## src/rtl/cdt_pkg.sv

```systemverilog
// Shared types and constants for the countdown timer with calibration.
package cdt_pkg;

  // Fixed field widths of the request, result and configuration channels
  localparam int CfgIdxW = 8;
  localparam int CfgDataW = 16;
  localparam int DebW = 8;
  localparam int HoldW = 16;
  localparam int OutCntW = 16;

  // Reset values and calibration window
  localparam int StartReset = 25 * 60;
  localparam int DebounceReset = 10;
  localparam int LongPressReset = 5000 / 10;
  localparam int CalLow = 200;
  localparam int CalHigh = 400;
  localparam int CalScale = 5;
  localparam int StableMax = 255;

  // Request kinds
  localparam logic REQ_SAMPLE = 1'b0;
  localparam logic REQ_SECOND = 1'b1;

  // Configuration register indexes
  localparam logic [CfgIdxW-1:0] CFG_DEBOUNCE = 8'd0;
  localparam logic [CfgIdxW-1:0] CFG_LONG_PRESS = 8'd1;

  // Result event codes
  typedef enum logic [2:0] {
    EV_NONE      = 3'd0,
    EV_BLINK     = 3'd1,
    EV_TRIGGER   = 3'd2,
    EV_STARTED   = 3'd3,
    EV_STOPPED   = 3'd4,
    EV_CAL_ENTER = 3'd5,
    EV_CAL_STORE = 3'd6
  } event_t;

  typedef struct packed {
    logic req_type;
    logic button_raw;
  } in_req_t;

  typedef struct packed {
    event_t              event_res;
    logic [OutCntW-1:0]  remaining;
    logic                calibrating;
    logic [OutCntW-1:0]  stored_value;
  } out_res_t;

  typedef struct packed {
    logic [CfgIdxW-1:0]  index;
    logic [CfgDataW-1:0] wdata;
  } cfg_req_t;

endpackage

```

## src/rtl/cdt_chan_if.sv

```systemverilog
// Valid/ready channel interface carrying one payload word.
interface cdt_chan_if #(
  parameter type payload_t = logic
);
  logic     valid;
  logic     ready;
  payload_t data;

  modport source (output valid, output data, input ready);
  modport sink (input valid, input data, output ready);
endinterface

```

## src/rtl/countdown_timer_with_calibration_core.sv

```systemverilog
// Countdown timer core: button debounce, start/stop, calibration, second ticks.
//
// For each request (a button sample tick or a one-second tick), the next
// timer state is computed combinationally from the current state and the
// request, and the result is loaded into an output register when the
// request is accepted. A new request is accepted every cycle while the output
// register is empty or being drained, so the sustained rate is one request per
// cycle; only a stalled result consumer holds off new requests. Configuration
// writes are always accepted. COUNT_WIDTH sets the width of the countdown and
// of the stored start value; the result fields show their low 16 bits.
module countdown_timer_with_calibration_core #(
  parameter int COUNT_WIDTH = 16
) (
  input logic clk,
  input logic rst_n,
  cdt_chan_if.sink   in_req,
  cdt_chan_if.source out_res,
  cdt_chan_if.sink   cfg_wr
);

  localparam int CW = COUNT_WIDTH;

  // Configuration registers
  logic [cdt_pkg::DebW-1:0]  debounce_r;
  logic [cdt_pkg::HoldW-1:0] long_press_r;

  // Timer state
  logic                      deb_level_r, deb_level_nxt;
  logic                      cand_level_r, cand_level_nxt;
  logic [cdt_pkg::DebW-1:0]  stable_cnt_r, stable_cnt_nxt;
  logic [CW-1:0]             remaining_r, remaining_nxt;
  logic                      cal_flag_r, cal_flag_nxt;
  logic                      hold_armed_r, hold_armed_nxt;
  logic [cdt_pkg::HoldW-1:0] hold_cnt_r, hold_cnt_nxt;
  logic [CW-1:0]             start_val_r, start_val_nxt;

  // Result register
  logic              out_valid_r;
  cdt_pkg::out_res_t out_data_r;
  cdt_pkg::event_t   ev;

  logic in_fire;
  logic cfg_fire;

  // Scratch values for the next-state computation
  logic                      raw;
  logic [cdt_pkg::HoldW-1:0] hold_inc;
  logic [cdt_pkg::HoldW-1:0] hold_lim;
  logic [cdt_pkg::DebW-1:0]  deb_need;
  logic [CW-1:0]             secs;
  logic [CW+2:0]             secs_x5;
  logic [31:0]               rem_ext;
  logic [31:0]               start_ext;

  assign in_req.ready  = !out_valid_r || out_res.ready;
  assign in_fire       = in_req.valid && in_req.ready;
  assign cfg_wr.ready  = 1'b1;
  assign cfg_fire      = cfg_wr.valid;
  assign out_res.valid = out_valid_r;
  assign out_res.data  = out_data_r;

  assign raw      = in_req.data.button_raw;
  assign hold_inc = hold_cnt_r + 1'b1;
  assign hold_lim = (long_press_r == '0) ? cdt_pkg::HoldW'(1) : long_press_r;
  assign deb_need = (debounce_r == '0) ? cdt_pkg::DebW'(1) : debounce_r;
  assign secs     = start_val_r - remaining_r;
  assign secs_x5  = {secs, 2'b00} + (CW+3)'(secs);

  // Compute the next state and the event for the current request
  always_comb begin
    deb_level_nxt  = deb_level_r;
    cand_level_nxt = cand_level_r;
    stable_cnt_nxt = stable_cnt_r;
    remaining_nxt  = remaining_r;
    cal_flag_nxt   = cal_flag_r;
    hold_armed_nxt = hold_armed_r;
    hold_cnt_nxt   = hold_cnt_r;
    start_val_nxt  = start_val_r;
    ev             = cdt_pkg::EV_NONE;

    if (in_req.data.req_type == cdt_pkg::REQ_SECOND) begin
      // Count down a running timer
      if (remaining_r != '0) begin
        remaining_nxt = remaining_r - 1'b1;
        if (remaining_r == CW'(1)) begin
          cal_flag_nxt   = 1'b0;
          hold_armed_nxt = 1'b0;
          hold_cnt_nxt   = '0;
          ev             = cdt_pkg::EV_TRIGGER;
        end else begin
          ev = cdt_pkg::EV_BLINK;
        end
      end
    end else begin
      // Track a long hold after a start
      if (hold_armed_r) begin
        if (raw) begin
          if (hold_inc >= hold_lim) begin
            cal_flag_nxt   = 1'b1;
            hold_armed_nxt = 1'b0;
            hold_cnt_nxt   = '0;
            ev             = cdt_pkg::EV_CAL_ENTER;
          end else begin
            hold_cnt_nxt = hold_inc;
          end
        end else begin
          hold_armed_nxt = 1'b0;
          hold_cnt_nxt   = '0;
        end
      end

      // Debounce the raw level
      if (raw == cand_level_r) begin
        if (stable_cnt_r != cdt_pkg::DebW'(cdt_pkg::StableMax)) begin
          stable_cnt_nxt = stable_cnt_r + 1'b1;
        end
      end else begin
        cand_level_nxt = raw;
        stable_cnt_nxt = cdt_pkg::DebW'(1);
      end

      // Act on a new debounced press: stop a running timer or start it
      if (stable_cnt_nxt >= deb_need && cand_level_nxt != deb_level_r) begin
        deb_level_nxt = cand_level_nxt;
        if (cand_level_nxt && ev == cdt_pkg::EV_NONE) begin
          if (remaining_r != '0) begin
            ev = cdt_pkg::EV_STOPPED;
            if (cal_flag_r && secs > CW'(cdt_pkg::CalLow) &&
                secs < CW'(cdt_pkg::CalHigh)) begin
              start_val_nxt = secs_x5[CW-1:0];
              ev            = cdt_pkg::EV_CAL_STORE;
            end
            remaining_nxt  = '0;
            cal_flag_nxt   = 1'b0;
            hold_armed_nxt = 1'b0;
            hold_cnt_nxt   = '0;
          end else begin
            remaining_nxt  = start_val_r;
            hold_armed_nxt = 1'b1;
            hold_cnt_nxt   = '0;
            ev             = cdt_pkg::EV_STARTED;
          end
        end
      end
    end
  end

  assign rem_ext   = 32'(remaining_nxt);
  assign start_ext = 32'(start_val_nxt);

  // Hold configuration registers
  always_ff @(posedge clk) begin
    if (!rst_n) begin
      debounce_r   <= cdt_pkg::DebW'(cdt_pkg::DebounceReset);
      long_press_r <= cdt_pkg::HoldW'(cdt_pkg::LongPressReset);
    end else if (cfg_fire) begin
      case (cfg_wr.data.index)
        cdt_pkg::CFG_DEBOUNCE:   debounce_r   <= cfg_wr.data.wdata[cdt_pkg::DebW-1:0];
        cdt_pkg::CFG_LONG_PRESS: long_press_r <= cfg_wr.data.wdata[cdt_pkg::HoldW-1:0];
        default: ;
      endcase
    end
  end

  // Advance timer state on each accepted request
  always_ff @(posedge clk) begin
    if (!rst_n) begin
      deb_level_r  <= 1'b0;
      cand_level_r <= 1'b0;
      stable_cnt_r <= '0;
      remaining_r  <= '0;
      cal_flag_r   <= 1'b0;
      hold_armed_r <= 1'b0;
      hold_cnt_r   <= '0;
      start_val_r  <= CW'(cdt_pkg::StartReset);
    end else if (in_fire) begin
      deb_level_r  <= deb_level_nxt;
      cand_level_r <= cand_level_nxt;
      stable_cnt_r <= stable_cnt_nxt;
      remaining_r  <= remaining_nxt;
      cal_flag_r   <= cal_flag_nxt;
      hold_armed_r <= hold_armed_nxt;
      hold_cnt_r   <= hold_cnt_nxt;
      start_val_r  <= start_val_nxt;
    end
  end

  // Load the result register; drop valid once the result is taken
  always_ff @(posedge clk) begin
    if (!rst_n) begin
      out_valid_r <= 1'b0;
    end else if (in_fire) begin
      out_valid_r <= 1'b1;
    end else if (out_res.ready) begin
      out_valid_r <= 1'b0;
    end
  end

  always_ff @(posedge clk) begin
    if (in_fire) begin
      out_data_r.event_res    <= ev;
      out_data_r.remaining    <= rem_ext[cdt_pkg::OutCntW-1:0];
      out_data_r.calibrating  <= cal_flag_nxt;
      out_data_r.stored_value <= start_ext[cdt_pkg::OutCntW-1:0];
    end
  end

endmodule

```

## src/flat_wrapper.sv

```systemverilog
// flat-port wrapper written by rule: the top's interface ports become plain ports
module countdown_timer_with_calibration_core_flat 
#(
  parameter int COUNT_WIDTH = 16
)
  (clk, rst_n, in_req_valid, in_req_data, in_req_ready, out_res_valid, out_res_data, out_res_ready, cfg_wr_valid, cfg_wr_data, cfg_wr_ready);
  cdt_chan_if #(.payload_t(cdt_pkg::in_req_t)) in_req_i ();
  cdt_chan_if #(.payload_t(cdt_pkg::out_res_t)) out_res_i ();
  cdt_chan_if #(.payload_t(cdt_pkg::cfg_req_t)) cfg_wr_i ();
  input logic clk;
  input logic rst_n;
  input wire logic [$bits(in_req_i.valid)-1:0] in_req_valid;
  input wire logic [$bits(in_req_i.data)-1:0] in_req_data;
  output wire logic [$bits(in_req_i.ready)-1:0] in_req_ready;
  output wire logic [$bits(out_res_i.valid)-1:0] out_res_valid;
  output wire logic [$bits(out_res_i.data)-1:0] out_res_data;
  input wire logic [$bits(out_res_i.ready)-1:0] out_res_ready;
  input wire logic [$bits(cfg_wr_i.valid)-1:0] cfg_wr_valid;
  input wire logic [$bits(cfg_wr_i.data)-1:0] cfg_wr_data;
  output wire logic [$bits(cfg_wr_i.ready)-1:0] cfg_wr_ready;
  assign in_req_i.valid = in_req_valid;
  assign in_req_i.data = in_req_data;
  assign in_req_ready = in_req_i.ready;
  assign out_res_valid = out_res_i.valid;
  assign out_res_data = out_res_i.data;
  assign out_res_i.ready = out_res_ready;
  assign cfg_wr_i.valid = cfg_wr_valid;
  assign cfg_wr_i.data = cfg_wr_data;
  assign cfg_wr_ready = cfg_wr_i.ready;
  countdown_timer_with_calibration_core #(.COUNT_WIDTH(COUNT_WIDTH)) u_core (.clk(clk), .rst_n(rst_n), .in_req(in_req_i), .out_res(out_res_i), .cfg_wr(cfg_wr_i));
endmodule
```

## config.mk

```make
export PLATFORM = sky130hd
export DESIGN_NAME = countdown_timer_with_calibration_core_flat
export DESIGN_NICKNAME = d
export VERILOG_FILES = /design/src/rtl/cdt_pkg.sv /design/src/rtl/cdt_chan_if.sv /design/src/rtl/countdown_timer_with_calibration_core.sv /design/src/flat_wrapper.sv
export SDC_FILE = /design/constraint.sdc
export NUM_CORES = 1
export LEC_CHECK = 0
export ABC_AREA = 1
export BUFFER_PORTS_ARGS = -buffer_cell sky130_fd_sc_hd__clkbuf_2
export CELL_PAD_IN_SITES_DETAIL_PLACEMENT = 0
export CELL_PAD_IN_SITES_GLOBAL_PLACEMENT = 1
export CORE_UTILIZATION = 47
export DETAILED_ROUTE_END_ITERATION = 6
export GPL_ROUTABILITY_DRIVEN = 1
export HOLD_SLACK_MARGIN = 0.02
export PLACE_DENSITY_LB_ADDON = 0.1
export SLEW_MARGIN = 0
export SYNTH_ARGS = -nofsm -noshare
export SYNTH_HDL_FRONTEND = slang
export SYNTH_SLANG_ARGS = --single-unit
```

## constraint.sdc

```tcl
create_clock -name clk -period 6.1 [get_ports clk]
set_clock_uncertainty 0.05 [all_clocks]
set_input_delay 0.61 -clock clk [delete_from_list [all_inputs] [get_ports clk]]
set_output_delay 0.61 -clock clk [all_outputs]
set_load 0.005 [all_outputs]
```

# == After elaboration in Yosys (flattened, before gate mapping) ==
# Cells that the tools add are included.
# classes
add_sub_neg,5
order_cmp,4
n_eq_ne,7
muxes,56
bitwise_logic,1
reduce_logical,18
# op_table
op,count
$mux W16,19
$mux W8,4
$mux W3,9
$mux W1,22
$add A16 B1 Y16 const B,1
$add A16 B16 Y16,1
$eq A16 B1 Y1 const B,1
$ge A16 B16 Y1,1
$gt A16 B8 Y1 const B,1
$logic_not A16 Y1,1
$logic_not A8 Y1,2
$lt A16 B9 Y1 const B,1
$reduce_bool A16 Y1,1
$sub A16 B1 Y16 const B,1
$sub A16 B16 Y16,1
$add A8 B1 Y8 const B,1
$eq A8 B1 Y1 const B,1
$ge A8 B8 Y1,1
$ne A8 B8 Y1 const B,1
$reduce_and A2 Y1,3
$reduce_and A3 Y1,2
$logic_and A1 B1 Y1,5
$mux W2,2
$ne A2 B1 Y1 const B,2
other kinds (7),7
# totals
ff_bits,121
wordCells,106

# == Depth between registers and ports, before layout ==
# logic_depth
depth_word,12
mapped_depth,29
mapped_depth_nobuf,28

# == Least setup slack after synthesis ==
# Ideal clock, no wire load.
# synth_timing
kind,register to register
from,register u_core.hold_cnt_r[0] in the netlist's numbering
to,register u_core.remaining_r[13]
arrival_ns,3.241
slack_ns,2.694
stages_incl_launch_ff,25
n_path_buf,1
synth_period_minus_slack_ns,3.406
cell_sequence,dfxtp_1 ha_1 nand2_1 nor2_1 nand3_1 nor2_1 nand2_1 nor3_1 nand3_1 xor2_1 inv_1 ha_1 nand3_1 inv_1 a21oi_1 nand3_1 nand2_1 nand2_2 inv_1 clkbuf_1 o21ai_0 nand2_1 o21ai_1 o21ai_0 inv_1
# synth_between
elab_chain_cells,11
# synth_rtl
item,line_no,text
"start, declared",countdown_timer_with_calibration_core.sv:34,"logic [cdt_pkg::HoldW-1:0] hold_cnt_r, hold_cnt_nxt;"
"start signal, assigned",countdown_timer_with_calibration_core.sv:183,hold_cnt_r <= hold_cnt_nxt;
$add A16 B1 Y16,countdown_timer_with_calibration_core.sv:63,assign hold_inc = hold_cnt_r + 1'b1;
$ge A16 B16 Y1,countdown_timer_with_calibration_core.sv:98,if (hold_inc >= hold_lim) begin
$mux W3,countdown_timer_with_calibration_core.sv:98,
$mux W3,countdown_timer_with_calibration_core.sv:97,if (raw) begin
$mux W3,countdown_timer_with_calibration_core.sv:96,if (hold_armed_r) begin
$mux W3,countdown_timer_with_calibration_core.sv:81,if (in_req.data.req_type == cdt_pkg::REQ_SECOND) begin
$logic_not A3 Y1,countdown_timer_with_calibration_core.sv:125,if (cand_level_nxt && ev == cdt_pkg::EV_NONE) begin
$logic_and A1 B1 Y1,countdown_timer_with_calibration_core.sv:125,
$mux W16,countdown_timer_with_calibration_core.sv:125,
$mux W16,countdown_timer_with_calibration_core.sv:123,if (stable_cnt_nxt >= deb_need && cand_level_nxt != deb_level_r) begin
$mux W16,countdown_timer_with_calibration_core.sv:81,
named net u_core.remaining_nxt[13],countdown_timer_with_calibration_core.sv:31,"logic [CW-1:0] remaining_r, remaining_nxt;"
"end signal, assigned",countdown_timer_with_calibration_core.sv:180,remaining_r <= remaining_nxt;
"end, declared",countdown_timer_with_calibration_core.sv:31,
# The timed path passes the listed nets, and every way through them passes these cells. The select of a mux whose other input is x is not followed.
# A chain may end at the register's enable or synchronous reset.

# == Final worst setup path ==
# layout_timing
from,register u_core.hold_cnt_r[0] in the netlist's numbering
to,"register u_core.out_data_r (netlist bit u_core.out_res.data[15]), data pin"
# layout_between
elab_chain_cells,11
# layout_rtl
item,line_no,text
$add A16 B1 Y16,countdown_timer_with_calibration_core.sv:63,
$ge A16 B16 Y1,countdown_timer_with_calibration_core.sv:98,
$mux W3,countdown_timer_with_calibration_core.sv:98,
$mux W3,countdown_timer_with_calibration_core.sv:97,
$mux W3,countdown_timer_with_calibration_core.sv:96,
$mux W3,countdown_timer_with_calibration_core.sv:81,
$logic_not A3 Y1,countdown_timer_with_calibration_core.sv:125,
$logic_and A1 B1 Y1,countdown_timer_with_calibration_core.sv:125,
$mux W16,countdown_timer_with_calibration_core.sv:125,
$mux W16,countdown_timer_with_calibration_core.sv:123,
$mux W16,countdown_timer_with_calibration_core.sv:81,
named net u_core.start_val_nxt[15],countdown_timer_with_calibration_core.sv:35,"logic [CW-1:0] start_val_r, start_val_nxt;"
"end, declared",countdown_timer_with_calibration_core.sv:39,cdt_pkg::out_res_t out_data_r;
# The timed path passes the listed nets, and every way through them passes these cells. The select of a mux whose other input is x is not followed.

==> qor.yml <==
status: "complete, no violations"
drive_above_1_share_pct: 10.5
arrival_ns: 5.04
power.static_leakage_nw: 4.51
grt_pass1_vias: 6945
synth_top_area_share_pct: 20.8
io_pins: 70
grt_pass1_wl_um: 34700
grt_overflow: 0
criticalPathCategory: "reg -> reg"
clk_path_buf_depth: 2
required_ns: 6.22
ant_nets: 0
die-width_um: 134
p_switching_w: 0.000965
critPathMaxStageDelay_ns: 0.46
first_iter_violations: 496
pwr-share-seq_pct: 33.4
die_area_mm2: 0.0179
fmax_mhz: 203
track_usage_pct: 24.4
worst_pin_slew_ns: 0.986
path_common_cell: "nand2_1"
stdcell_area_mm2: 0.00925
switching_share_pct: 35.2
wirelength_um: 21000
worst_setup_path_start_kind: "flip-flop"
n_antenna_cell: 0
critPathCaptureType: "flip-flop"
place_area_mm2: 0.00866
cts.repair.resized: 0
rr_startpoint: "u_core.hold_cnt_r[0]"
htreeDepth: 4
dpl.hpwl_um: 15700
start_util_pct: 48.8
pwr-share-comb_pct: 29.8
max_slew_margin_pct: 33.9
setup_tns_ns: 0
setup_violations: 0
wl_per_cell_um: 14.2
maxCapViolCount: 0
netlist.top_cell.by_area: "dfxtp_1"
rsz0062_at_grt: "no"
synth_ff_type: "dfxtp_1"
synth_cell_types: 47
clkLatencyLatePin_ns: 0.42
period_needed_ns: 4.93
rrSetupSlack_ns: 1.17
slew_viol_final: 0
syn-num-nets: 1281
synthArstFlopShare_pct: 0
vias: 7592
n_fill_cell: 1663
power_w: 0.00274
cts_inserted_buffers: 17
ctsHoldBuffers: 0
critPathLaunch: "u_core.hold_cnt_r[0]"
powerDensity_mw_per_mm2: 296
synth_edf_count: 36
ys_ff_latch: 121
post-place-ws_ns: 1.18
grt_max_degree: 60
synth_area_per_cell_um2: 6.86
fin_ws_ns: 1.17
cts-root-buf: "clkbuf_16"
antenna_found_initial: 0
ir_drop_uv: 208
clock-sinks: 121
core_area_mm2: 0.0168
final_nets: 1335
critPathSlowestCell: "inv_1"
routabilityCongestion: 0.867
viasPerCell: 5.13
synth_warnings: 0
synthTopCellsByArea: "dfxtp_1 (21%), edfxtp_1 (13%), nand2_1 (13%)"
multi_input_area_mm2: 0.00447
fp-row-count: 47
fin_crit_sh_pct: 80.8
seq_area_mm2: 0.00278
synthesis.area_mm2: 0.00817
firstDrtPassIters: 7
pwr-share-clk_pct: 36.8
port_buffers: 68
synthCells: 1192
hp-class: "in -> reg"
postCtsSetupBuffers: 0
cts_tree: "built"
hold_start: "cfg_wr_data[8]"
area_growth_syn_to_layout_pct: 13.2
critical_path.max_fanout: 25
yosysSeqAreaShare_pct: 34.0
drc: 0
hold_viol: 0
p_int_w: 0.00178
clk_pin_slew_ns: 0.06
die_y_um: 134
crit_chain: "nand2_1 -> nor2_1 -> nand3_1 -> nor3_1 -> nand3_1 -> nor3_1 -> nand2_1 -> nand2_1 -> inv_1 -> ha_1 -> a21oi_1 -> o21ai_0 -> a21oi_1 -> nand3_1 -> nand2_1 -> nand2_2 -> inv_1 -> nand2_1 -> nor2_4 -> inv_2 -> nand2_1 -> nand2_1"
## cell usage after synthesis, drive strengths merged, types with 3 or more instances
library cell and number:
ha 56, o22ai 5, xor2 18, buf 7, dfxtp 85, o21a 3
a21oi 132, o211ai 10, o21ai 109, nand3 73, nand4 13, xnor2 7
nor3 18, nand3b 3, a31oi 4, inv 198, nand2 289, or2 4
edfxtp 36, nor4 8, clkbuf 31, nor2 66
## area by class of cell
| cell class | count | area share, % |
|---|---|---|
| Multi-Input combinational cell | 834 | 48.4 |
| Sequential cell | 121 | 30.1 |
| Inverter | 199 | 8.08 |
| Clock buffer | 17 | 4.60 |
| Timing Repair Buffer | 73 | 4.09 |
| Tap cell | 220 | 2.98 |
| Clock inverter | 15 | 1.80 |
## metrics by stage
| step | cells | util, % | hold slack [ns] |
|---|---|---|---|
| 4_1_cts | 1479 | 55.2 | 0.361 |
| 2_1_floorplan | 1192 | - | 0.397 |
| 3_5_place_dp | 1447 | 51.7 | 0.426 |
| 5_1_grt | 1479 | 55.2 | 0.381 |
| 6_report | 1479 | 55.2 | 0.366 |
| 3_3_place_gp | 1447 | 51.7 | 0.418 |
## cell usage in the layout, fill, tap and decap left out, types with 6 or more instances in the layout
| master | n |
|---|---|
| edfxtp_1 | 36 |
| nor3_1 | 16 |
| ha_1 | 56 |
| o21ai_0 | 100 |
| clkbuf_16 | 17 |
| nand2_2 | 6 |
| a21oi_1 | 130 |
| xnor2_1 | 7 |
| clkbuf_2 | 68 |
| nand3_1 | 72 |
| nand4_1 | 13 |
| xor2_1 | 18 |
| nor4_1 | 7 |
| inv_1 | 195 |
| dfxtp_1 | 85 |
| nor2_1 | 61 |
| o211ai_1 | 10 |
| nand2_1 | 283 |
## sequential cells by signal, indices dropped and copies added (netlist names)
register              count
u_core.cal_flag_r         1
u_core.cand_level_r       1
u_core.deb_level_r        1
u_core.debounce_r         8
u_core.hold_armed_r       1
u_core.hold_cnt_r        16
u_core.long_press_r      16
u_core.out_res.data      36
u_core.out_res.valid      1
u_core.remaining_r       16
u_core.stable_cnt_r       8
u_core.start_val_r       16
## logic make-up (layout without fill, tap and decap cells)
family	after synthesis	count (layout)	synth area share, %
other cells	1	1	0.0459
fa+ha+maj	58	58	9.06
compound gates	272	272	17.9
flops	121	121	34.0
buf+inv	237	304	11.2
simple gates	478	478	25.1
xor+xnor	25	25	2.68
## worst paths after layout
path	endpoint	cells past startpoint
hold reg to reg	u_core.long_press_r[13]	2
setup / recovery	u_core.out_res.data[15]	22
setup reg to reg	u_core.out_res.data[15]	22
hold / removal	u_core.long_press_r[8]	3
## power groups by stage
stage	Sequential (W)	Combinational [W]	Clock [W]
floorplan	0.000922	0.000609	0
global placement	0.000932	0.000809	0
detailed placement	0.000931	0.000810	0
CTS	0.000915	0.000817	0.00102
global route	0.000920	0.000933	0.00106
finish	0.000916	0.000817	0.00101
## routing by layer
layer  GRT usage [%]  vias to the layer above  share of wire (%)
li1                -                     4027                  -
met1            35.3                     3373                 52
met2            37.4                      171                 43
met3            3.67                       21                4.1
met4            6.88                        0                1.2
met5               0                        -                  0
## critical path: cells and delay by family, from the launching register on
family,cells,cell delay [ns]
adders and majority gates,1,0.30
AOI/OAI and AO/OA,3,0.41
and+or+nand+nor,15,2.69
buffers and inverters,3,0.79
DFF,1,0.40
(Power assumes the default switching activity.)
